**src/hw/rtl/sle_pkg.sv**
```systemverilog
// Shared constants, codes and types of the spin lattice energy engine.
package sle_pkg;

  // Lattice geometry: the store holds one row of z spins per (x, y) pair.
  localparam int MAX_EXTENT = 16;
  localparam int CW         = $clog2(MAX_EXTENT);
  localparam int RW         = 2 * CW;
  localparam int ROWS       = MAX_EXTENT * MAX_EXTENT;

  // Port widths of the item, result and register fields.
  localparam int OPW    = 3;
  localparam int SITE_W = 4;
  localparam int EXTW   = 5;
  localparam int COUPW  = 16;
  localparam int EW     = 30;
  localparam int CFG_IW = 3;

  // Bond tallies: one row compare yields pop(mask) - 2 * pop(differ).
  localparam int POPW  = $clog2(MAX_EXTENT + 1);
  localparam int BONDW = POPW + 2;
  // Signed agree-minus-disagree count per axis over the whole lattice.
  localparam int CNTW  = $clog2(MAX_EXTENT * MAX_EXTENT * MAX_EXTENT) + 1;
  localparam int PRODW = COUPW + CNTW;

  // Register reset values.
  localparam logic [EXTW-1:0]         EXT_RESET  = EXTW'(MAX_EXTENT);
  localparam logic signed [COUPW-1:0] COUP_RESET = 16'sd256;

  // Opcodes.
  localparam logic [OPW-1:0] OP_WRITE = 3'd0;
  localparam logic [OPW-1:0] OP_FLIP  = 3'd1;
  localparam logic [OPW-1:0] OP_SITE  = 3'd2;
  localparam logic [OPW-1:0] OP_TOTAL = 3'd3;
  localparam logic [OPW-1:0] OP_FILL  = 3'd4;

  // Register indexes.
  localparam logic [CFG_IW-1:0] REG_EXT_X  = 3'd0;
  localparam logic [CFG_IW-1:0] REG_EXT_Y  = 3'd1;
  localparam logic [CFG_IW-1:0] REG_EXT_Z  = 3'd2;
  localparam logic [CFG_IW-1:0] REG_COUP_X = 3'd3;
  localparam logic [CFG_IW-1:0] REG_COUP_Y = 3'd4;
  localparam logic [CFG_IW-1:0] REG_COUP_Z = 3'd5;

  // Write request into the row store.
  typedef struct packed {
    logic                  en;
    logic [RW-1:0]         addr;
    logic [MAX_EXTENT-1:0] data;
  } sle_wr_t;

endpackage

```
**src/hw/rtl/sle_bond_count.sv**
```systemverilog
// Row bond tally: agreeing minus disagreeing spin pairs under a mask.
module sle_bond_count import sle_pkg::*; (
  input  logic [MAX_EXTENT-1:0]   row_a,
  input  logic [MAX_EXTENT-1:0]   row_b,
  input  logic [MAX_EXTENT-1:0]   mask,
  output logic signed [BONDW-1:0] tally
);

  logic [POPW-1:0]  pop_m;
  logic [POPW-1:0]  pop_d;
  logic [BONDW-1:0] diff_u;

  // Count the bonds in play and the ones whose spins differ.
  always_comb begin
    pop_m = '0;
    pop_d = '0;
    for (int k = 0; k < MAX_EXTENT; k++) begin
      pop_m = pop_m + POPW'(mask[k]);
      pop_d = pop_d + POPW'(mask[k] & (row_a[k] ^ row_b[k]));
    end
  end

  // Each agreeing bond counts +1, each differing bond -1.
  assign diff_u = {2'b00, pop_m} - {1'b0, pop_d, 1'b0};
  assign tally  = $signed(diff_u);

endmodule

```
**config.mk**
```make
export PLATFORM = sky130hd
export DESIGN_NAME = sle_bond_count
export DESIGN_NICKNAME = d
export VERILOG_FILES = /design/src/hw/rtl/sle_pkg.sv /design/src/hw/rtl/sle_bond_count.sv
export SDC_FILE = /design/constraint.sdc
export NUM_CORES = 1
export LEC_CHECK = 0
export BUFFER_PORTS_ARGS = -buffer_cell sky130_fd_sc_hd__buf_2
export CORE_MARGIN = 1
export CORE_UTILIZATION = 30
export DETAILED_ROUTE_END_ITERATION = 8
export SYNTH_ARGS = -nofsm -noshare
export SYNTH_HDL_FRONTEND = slang
export SYNTH_SLANG_ARGS = --single-unit
```
**constraint.sdc**
```tcl
create_clock -name vclk -period 8.2
set_clock_uncertainty 0.2 [all_clocks]
set_input_delay 1.64 -clock vclk [all_inputs]
set_output_delay 1.64 -clock vclk [all_outputs]
set_load 0.1 [all_outputs]
```
==> summary.txt <==
Routing
  – Post-route DRC: 0
  – WL met3: 62 um
  – Top Metal Used: met3
  – Routed Antenna Nets: 0
  – Metal-1 WL: 1166 um
  – DRT Wirelength: 2548 um
  – Wire length per cell: 9.838 um
  – Vias post-DR: ~1,100
  – Via density: 4.178
  – Initial DRC Count: 14
  – Drt pass-1 iters: 4
  – Met2 WL: 1319 um

STA
  – Max-slew headroom at the worst pin: 0.6814
  – Final worst slack: -428.5 ps
  – Minimum clock period: 8628 ps
  – Final Setup Violations: 5
  – Worst-Margin Slew: 481.2 ps
  – Fin. Hold Viols: 0
  – Count of pins over their slew limit: 0
  – Max Clk Rate: around 120 MHz
  – RSZ-0062 raised after global routing: yes
  – Fin crit share: 1.052

Global routing
  – Total GRT Usage: 0.1386
  – Vias in the first global route: 1,130
  – Global-route wire length before repair: 4629 um
  – Antenna violations before repair: 0
  – Grt ovf: 0
  – Largest net degree at the start of global routing: 6

Die
  – Core Box Area: 3689 um^2
  – Die area: 4102 um^2
  – # IOs: 55
  – Die X-Extent: 64.05 um
  – Die height: 64.05 um
  – Site Rows: 22
  – Initial Utilization: 0.3131

Setup path
  – Worst path required time: roughly 6400 ps
  – Startpoint Class: primary input
  – Critical-path maximum fanout: 2
  – Crit path DAT: 6790 ps
  – Crit Path Category: primary input to primary output
  – Crit. End Element: primary output

Finish
  – Commonest non-fill, non-tap cell in the layout: buf_2
  – Register area: 0 um^2
  – Final Util: 0.5397
  – Antenna cell count: 0
  – Layout Area Growth over Synthesis: 72.37%
  – Nets: around 300
  – Seq cells: 0
  – Multi-input combinational cell area: 1217 um^2
  – Fillcell total: 340
  – Layout cell share with drive strength beyond 1: 0.4787
  – # clk buffers: 0
  – Most frequent cells in the layout: buf_2 (45), inv_1 (30), buf_4 (21)

Synthesis
  – Post-synthesis sequential area ratio: 0
  – Cells after Synth: around 130
  – Cell Area, Synth: 1155 um^2
  – Post-synthesis adder-cell area fraction: 0.5417
  – Warnings, synthesis: 0
  – Largest family of logic cells by synthesized area: adder cells
  – Post-synth net total: 217
  – Synth Area in XOR/XNOR: 0.1744
  – Synth Area in Compound Gates: 0.09209
  – Simple-gate area share of the yosys netlist: 0.08776
  – Unique cell type count in the Yosys netlist: 19
  – Syn avg cell area: 8.816 um^2
  – Mux share of post-synthesis cell area: 0

Flow run
  – # Max-Cap Violations: 0

Placement
  – Post-DP HPWL: 2356 um
  – IO buf count: 55
  – GP Congestion: 0.7925

Worst hold path
  – Hold crit path type: primary input to primary output
  – Worst hold stages: 4

CTS
  – CTS Hold Buffers Added: 0

Outcome
  – Failing checks: setup timing
  – Status: finished with violations
-- metrics by stage --
step | instances | hold WS [ps] | worst slack (ps) | setup TNS, ps | area [um^2]
6_report | 259 | 3772 | -428.5 | -1809 | 1991
4_1_cts | 257 | 3780 | -408.0 | -1761 | 1962
2_1_floorplan | 131 | 3626 | -260.7 | -806.6 | 1306
5_1_grt | 259 | 3794 | -596.3 | -2714 | 1991
3_3_place_gp | 255 | 3769 | -435.7 | -1526 | 1889
3_5_place_dp | 255 | 3779 | -506.8 | -1805 | 1889
-- synth_stat cells --
master | instances | area [um^2]
ha_1 | 18 | 225.2
o21ai_0 | 3 | 15.01
a21o_1 | 4 | 30.03
a21oi_1 | 4 | 20.02
a21o_2 | 1 | 8.760
nor3_1 | 1 | 5.000
o2111ai_1 | 1 | 8.760
and2_1 | 2 | 12.51
xor2_1 | 17 | 148.9
xnor2_1 | 6 | 52.55
a211oi_1 | 2 | 15.01
inv_1 | 32 | 120.1
nand2b_1 | 1 | 6.260
nand2_1 | 12 | 45.04
nor2_1 | 4 | 15.01
o221ai_1 | 1 | 8.760
or3b_2 | 1 | 8.760
fa_1 | 20 | 400.4
or3b_1 | 1 | 8.760
-- cells by family (layout without fill, tap and decap cells) --
family | count (synthesis) | after routing
fa+ha+maj | 38 | 38
buf+inv | 32 | 112
xor+xnor | 23 | 23
simple gates | 22 | 22
compound gates | 16 | 16
-- path summary, 6_finish.rpt --
kind | from | to
worst max-delay path | row_b[5] | tally[5]
worst min-delay path | mask[0] | tally[0]
-- cell type report --
type	instances	area share
timing repair buffer	80	0.2979
tap	48	0.03017
inverter	32	0.06034
multi-input combinational	99	0.6116
-- worst max-delay path: stages --
cell and delay [ps]:
buf_2 100, xor2_1 140, nand2_1 100, fa_1 510, fa_1 520, fa_1 540
inv_1 50, fa_1 530, ha_4 220, xor2_1 140, ha_1 290, inv_2 40
fa_1 480, inv_2 50, ha_4 220, ha_1 320, a211oi_2 250, nor3_1 90
or3b_4 390, buf_12 170
-- layer usage --
layer	GRT usage	up-vias
met4	0.01705	0
met1	0.1836	501
met2	0.2527	15
met3	0.007143	0
li1	-	566
met5	0	-
-- repair_timing --
item,CTS,global route
pin swaps,5,7
gates resized for setup,11,3
setup endpoints to repair,5,6
setup buffers,2,2
Power is not shown: default switching activity piles up to over one toggle a cycle in this logic, so the estimate is an artifact.
