$ cat src/hw/rtl/sle_pkg.sv
// Shared constants, codes and types of the spin lattice energy engine.
package sle_pkg;

  // Lattice geometry: the store holds one row of z spins per (x, y) pair.
  localparam int MAX_EXTENT = 16;
  localparam int CW         = $clog2(MAX_EXTENT);
  localparam int RW         = 2 * CW;
  localparam int ROWS       = MAX_EXTENT * MAX_EXTENT;

  // Port widths of the item, result and register fields.
  localparam int OPW    = 3;
  localparam int SITE_W = 4;
  localparam int EXTW   = 5;
  localparam int COUPW  = 16;
  localparam int EW     = 30;
  localparam int CFG_IW = 3;

  // Bond tallies: one row compare yields pop(mask) - 2 * pop(differ).
  localparam int POPW  = $clog2(MAX_EXTENT + 1);
  localparam int BONDW = POPW + 2;
  // Signed agree-minus-disagree count per axis over the whole lattice.
  localparam int CNTW  = $clog2(MAX_EXTENT * MAX_EXTENT * MAX_EXTENT) + 1;
  localparam int PRODW = COUPW + CNTW;

  // Register reset values.
  localparam logic [EXTW-1:0]         EXT_RESET  = EXTW'(MAX_EXTENT);
  localparam logic signed [COUPW-1:0] COUP_RESET = 16'sd256;

  // Opcodes.
  localparam logic [OPW-1:0] OP_WRITE = 3'd0;
  localparam logic [OPW-1:0] OP_FLIP  = 3'd1;
  localparam logic [OPW-1:0] OP_SITE  = 3'd2;
  localparam logic [OPW-1:0] OP_TOTAL = 3'd3;
  localparam logic [OPW-1:0] OP_FILL  = 3'd4;

  // Register indexes.
  localparam logic [CFG_IW-1:0] REG_EXT_X  = 3'd0;
  localparam logic [CFG_IW-1:0] REG_EXT_Y  = 3'd1;
  localparam logic [CFG_IW-1:0] REG_EXT_Z  = 3'd2;
  localparam logic [CFG_IW-1:0] REG_COUP_X = 3'd3;
  localparam logic [CFG_IW-1:0] REG_COUP_Y = 3'd4;
  localparam logic [CFG_IW-1:0] REG_COUP_Z = 3'd5;

  // Write request into the row store.
  typedef struct packed {
    logic                  en;
    logic [RW-1:0]         addr;
    logic [MAX_EXTENT-1:0] data;
  } sle_wr_t;

endpackage

$ cat src/hw/rtl/sle_row_store.sv
// Spin store: one row of z spins per (x, y) address, registered read.
module sle_row_store import sle_pkg::*; (
  input  logic                  clk,
  input  sle_wr_t               wr,
  input  logic [RW-1:0]         rd_addr,
  output logic [MAX_EXTENT-1:0] rd_data
);

  logic [MAX_EXTENT-1:0] mem [ROWS];

  // One write port and one read port per cycle.
  always_ff @(posedge clk) begin
    if (wr.en) begin
      mem[wr.addr] <= wr.data;
    end
    rd_data <= mem[rd_addr];
  end

endmodule

$ cat config.mk
export PLATFORM = sky130hd
export DESIGN_NAME = sle_row_store
export DESIGN_NICKNAME = d
export VERILOG_FILES = /design/src/hw/rtl/sle_pkg.sv /design/src/hw/rtl/sle_row_store.sv
export SDC_FILE = /design/constraint.sdc
export NUM_CORES = 2
export LEC_CHECK = 0
export BUFFER_PORTS_ARGS = -buffer_cell sky130_fd_sc_hd__buf_2
export CORE_UTILIZATION = 30
export DETAILED_ROUTE_END_ITERATION = 10
export GPL_ROUTABILITY_DRIVEN = 0
export PLACE_DENSITY = 0.43
export SYNTH_ARGS = -nofsm -noshare
export SYNTH_HDL_FRONTEND = slang
export SYNTH_SLANG_ARGS = --single-unit
$ cat constraint.sdc
create_clock -name clk -period 5.9 [get_ports clk]
set_input_delay 1.18 -clock clk [delete_from_list [all_inputs] [get_ports clk]]
set_output_delay 1.18 -clock clk [all_outputs]
set_load 0.01 [all_outputs]
==> flow_metrics.env <==
export IMPL_postCtsSetupRepairBufs=0
export IMPL_synth_edf_count=4096
export IMPL_finalSetupTns_ns=0
export IMPL_detail_route_drc_violations=0
export IMPL_critical_path_class="primary input to flop"
export IMPL_clock_sinks=4112
export IMPL_drtIter0Drc=7882
export IMPL_dp_hpwl_um=295000
export IMPL_core_area_um2=526000
export IMPL_final_hold_viol_count=0
export IMPL_max_freq_mhz=231
export IMPL_async_flop_share_pct=0
export IMPL_ys_types=52
export IMPL_arrival_ns=5.19
export IMPL_finClkSkew_ns=0.0545
export IMPL_avgSynthCellArea_um2=21.6
export IMPL_fp_row_count=266
export IMPL_chipHeight_um=729
export IMPL_cts_root_buf="clkbuf_16"
export IMPL_relSlewSlack_pct=3.28
export IMPL_cpMaxStageDelayCell="a221oi_1"
export IMPL_routed_wl_um=488000
export IMPL_htreeDepth=5
export IMPL_die_w_um=729
export IMPL_clock_latency_ns=1.03
export IMPL_gr_total_overflow=0
export IMPL_ant_nets=0
export IMPL_worst_slew_pin_slew_ns=1.44
export IMPL_io_buffer_count=49
export IMPL_syn_inst=7360
export IMPL_path_cells="buf_4, inv_8, buf_4, mux2_2, a221oi_1, o31ai_1, buf_4, o32ai_1, buf_4, nor4_1"
export IMPL_ctsResizeCount=0
export IMPL_p_per_area_nw_per_um2=343
export IMPL_grt_pass1_wl_um=669000
export IMPL_ctsHoldBuffers=0
export IMPL_synth_area_um2=159000
export IMPL_synth_sequential_area_ratio_pct=77.7
export IMPL_slowest_delay_ns=0.80
export IMPL_cts_clk_slew_worst_paths_ns=0.06
export IMPL_fin_crit_ns=4.33
export IMPL_maxCapViolCount=0
export IMPL_final_nets=7922
export IMPL_dr_pass1_iters=5
export IMPL_viasPerCell=5.14
export IMPL_status="complete, no violations"
export IMPL_min_path_type="primary input to flop"
export IMPL_synth_nets=7394
export IMPL_peakVddDrop_mv=0.238
export IMPL_cp_start_kind="primary input"
export IMPL_required_ns=6.76
export IMPL_synth_top_flop_cell="edfxtp_1"
export IMPL_cts_tree="built"
export IMPL_antenna_found_initial=44
export IMPL_setup_viol=0
export IMPL_timing_final_crit_share_pct=73.4
export IMPL_timing_hold_ws_ns=0.554
export IMPL_io_pins=50
export IMPL_first_global_vias=79240
export IMPL_die_area_um2=532000
export IMPL_drive_above_1_share_pct=27.2
export IMPL_grt_max_degree=168
export IMPL_ys_ff_latch=4112
export IMPL_clk_path_buf_depth=4
export IMPL_crit_top_cell="buf_4"
export IMPL_grt_util_all_layers_pct=18.0
export IMPL_floorplan_initialDensity_pct=30.2
export IMPL_finalMaxSlewViolations=0
export IMPL_cp_max_fo=75
export IMPL_area_growth_syn_to_layout_pct=16.4
export IMPL_yosysWarningCount=0
export IMPL_cts_buffers=449
export IMPL_end_kind="flop"
export IMPL_rsz0062_at_grt="no"
export IMPL_via_count=78450
export IMPL_wl_per_cell_um=32.0
export IMPL_p_leak_uw=0.0575
==> cell usage in the layout, fill, tap and decap left out, types with 32 or more instances in the layout <==
master	synthesis	layout
nor3_1	92	84
buf_12	5	49
mux4_2	797	797
o21ai_0	37	36
o221ai_1	252	252
buf_4	26	432
o22ai_1	148	148
a21oi_1	175	175
clkinv_2	0	72
a22oi_1	43	43
nand2_1	38	37
mux2_2	88	88
edfxtp_1	4096	4096
mux2i_1	565	565
clkinv_1	0	100
nor2_2	0	142
a22o_1	32	32
clkbuf_1	230	109
clkbuf_16	0	454
bufinv_16	0	41
nor2_1	304	139
==> area by class of cell <==
class / instances / area (um^2)
clock buffers: 577 / 12000
diodes: 18 / 45.0
flip-flops and latches: 4112 / 123000
inverters: 4 / 27.5
fillers: 48709 / 341000
clock inverters: 263 / 2580
repair buffers: 529 / 4660
well taps: 6968 / 8720
multi-input cells: 2792 / 33400
==> worst max-delay path: cells and delay by family <==
kind            cells  cell delay (ns)
mux                 1             0.37
buf+inv             5             1.80
simple gates        1             0.07
compound gates      3             1.44
==> cell usage after synthesis, drive strengths merged (5+ instances only) <==
cell,number,area (um^2)
nor3,92,460
edfxtp,4096,123000
nor2,304,1140
mux4,797,17900
a22oi,43,323
a31oi,6,37.5
a21oi,175,876
o221ai,253,2220
nand4,26,163
o21ai,38,190
o32ai,21,191
mux2,88,991
nor4,18,119
buf,222,1810
a22o,32,280
mux2i,565,5660
a2111oi,6,52.6
and3,11,68.8
clkbuf,230,863
dfxtp,16,320
nand2,38,143
a221oi,28,245
a211oi,18,135
nand3,35,175
nor2b,9,56.3
or2,5,31.3
o22ai,148,926
o31ai,16,120
==> per-layer routing <==
metal | vias to the layer above | GRT usage, % | part of all wire [%]
li1 | 32444 | - | -
met2 | 2356 | 29.5 | 48
met1 | 43083 | 25.2 | 44
met4 | 16 | 4.09 | 2.4
met5 | - | 0 | 0.021
met3 | 551 | 2.79 | 5.6
==> power breakdown <==
group          internal, uW  total [uW]  switching [uW]
logic                  1040        3170            2130
registers             32200       32300            81.2
clock network         16100       27900           11800
==> state kept, by name, indices dropped and copies added (netlist names) <==
name,cells
rd_data,16
mem,4096
==> path summary, 6_finish.rpt <==
check | startpoint | endpoint | slack, ns | depth (start not counted)
min reg2reg | mem[200][10]$_DFFE_PP_ | rd_data[10]$_DFF_P_ | 1.03 | 6
max reg2reg | mem[138][1]$_DFFE_PP_ | rd_data[1]$_DFF_P_ | 2.59 | 8
min | wr[12] | mem[78][12]$_DFFE_PP_ | 0.55 | 1
max | rd_addr[3] | rd_data[1]$_DFF_P_ | 1.57 | 10
==> stage by stage <==
stage	setup WS, ns	util (%)	power (uW)	area [um^2]	instances
global placement	0.550	32.3	36100	170000	14404
detailed placement	0.617	32.4	36200	170000	14405
CTS	1.73	35.1	64000	185000	15245
floorplan	2.56	-	34400	159000	7360
finish	1.57	35.1	63300	185000	15263
global route	1.57	35.1	65100	185000	15253
==> cells by family (layout without fill, tap and decap cells) <==
group / after synthesis / in the layout / synth area share (%)
AO/OA/AOI/OAI: 786 / 786 / 3.54
buffers and inverters: 456 / 1373 / 1.69
flip-flops: 4112 / 4112 / 77.7
multiplexers: 1450 / 1450 / 15.5
other: 0 / 18 / 0
AND/OR/NAND/NOR: 556 / 556 / 1.57
(Power assumes the default switching activity.)
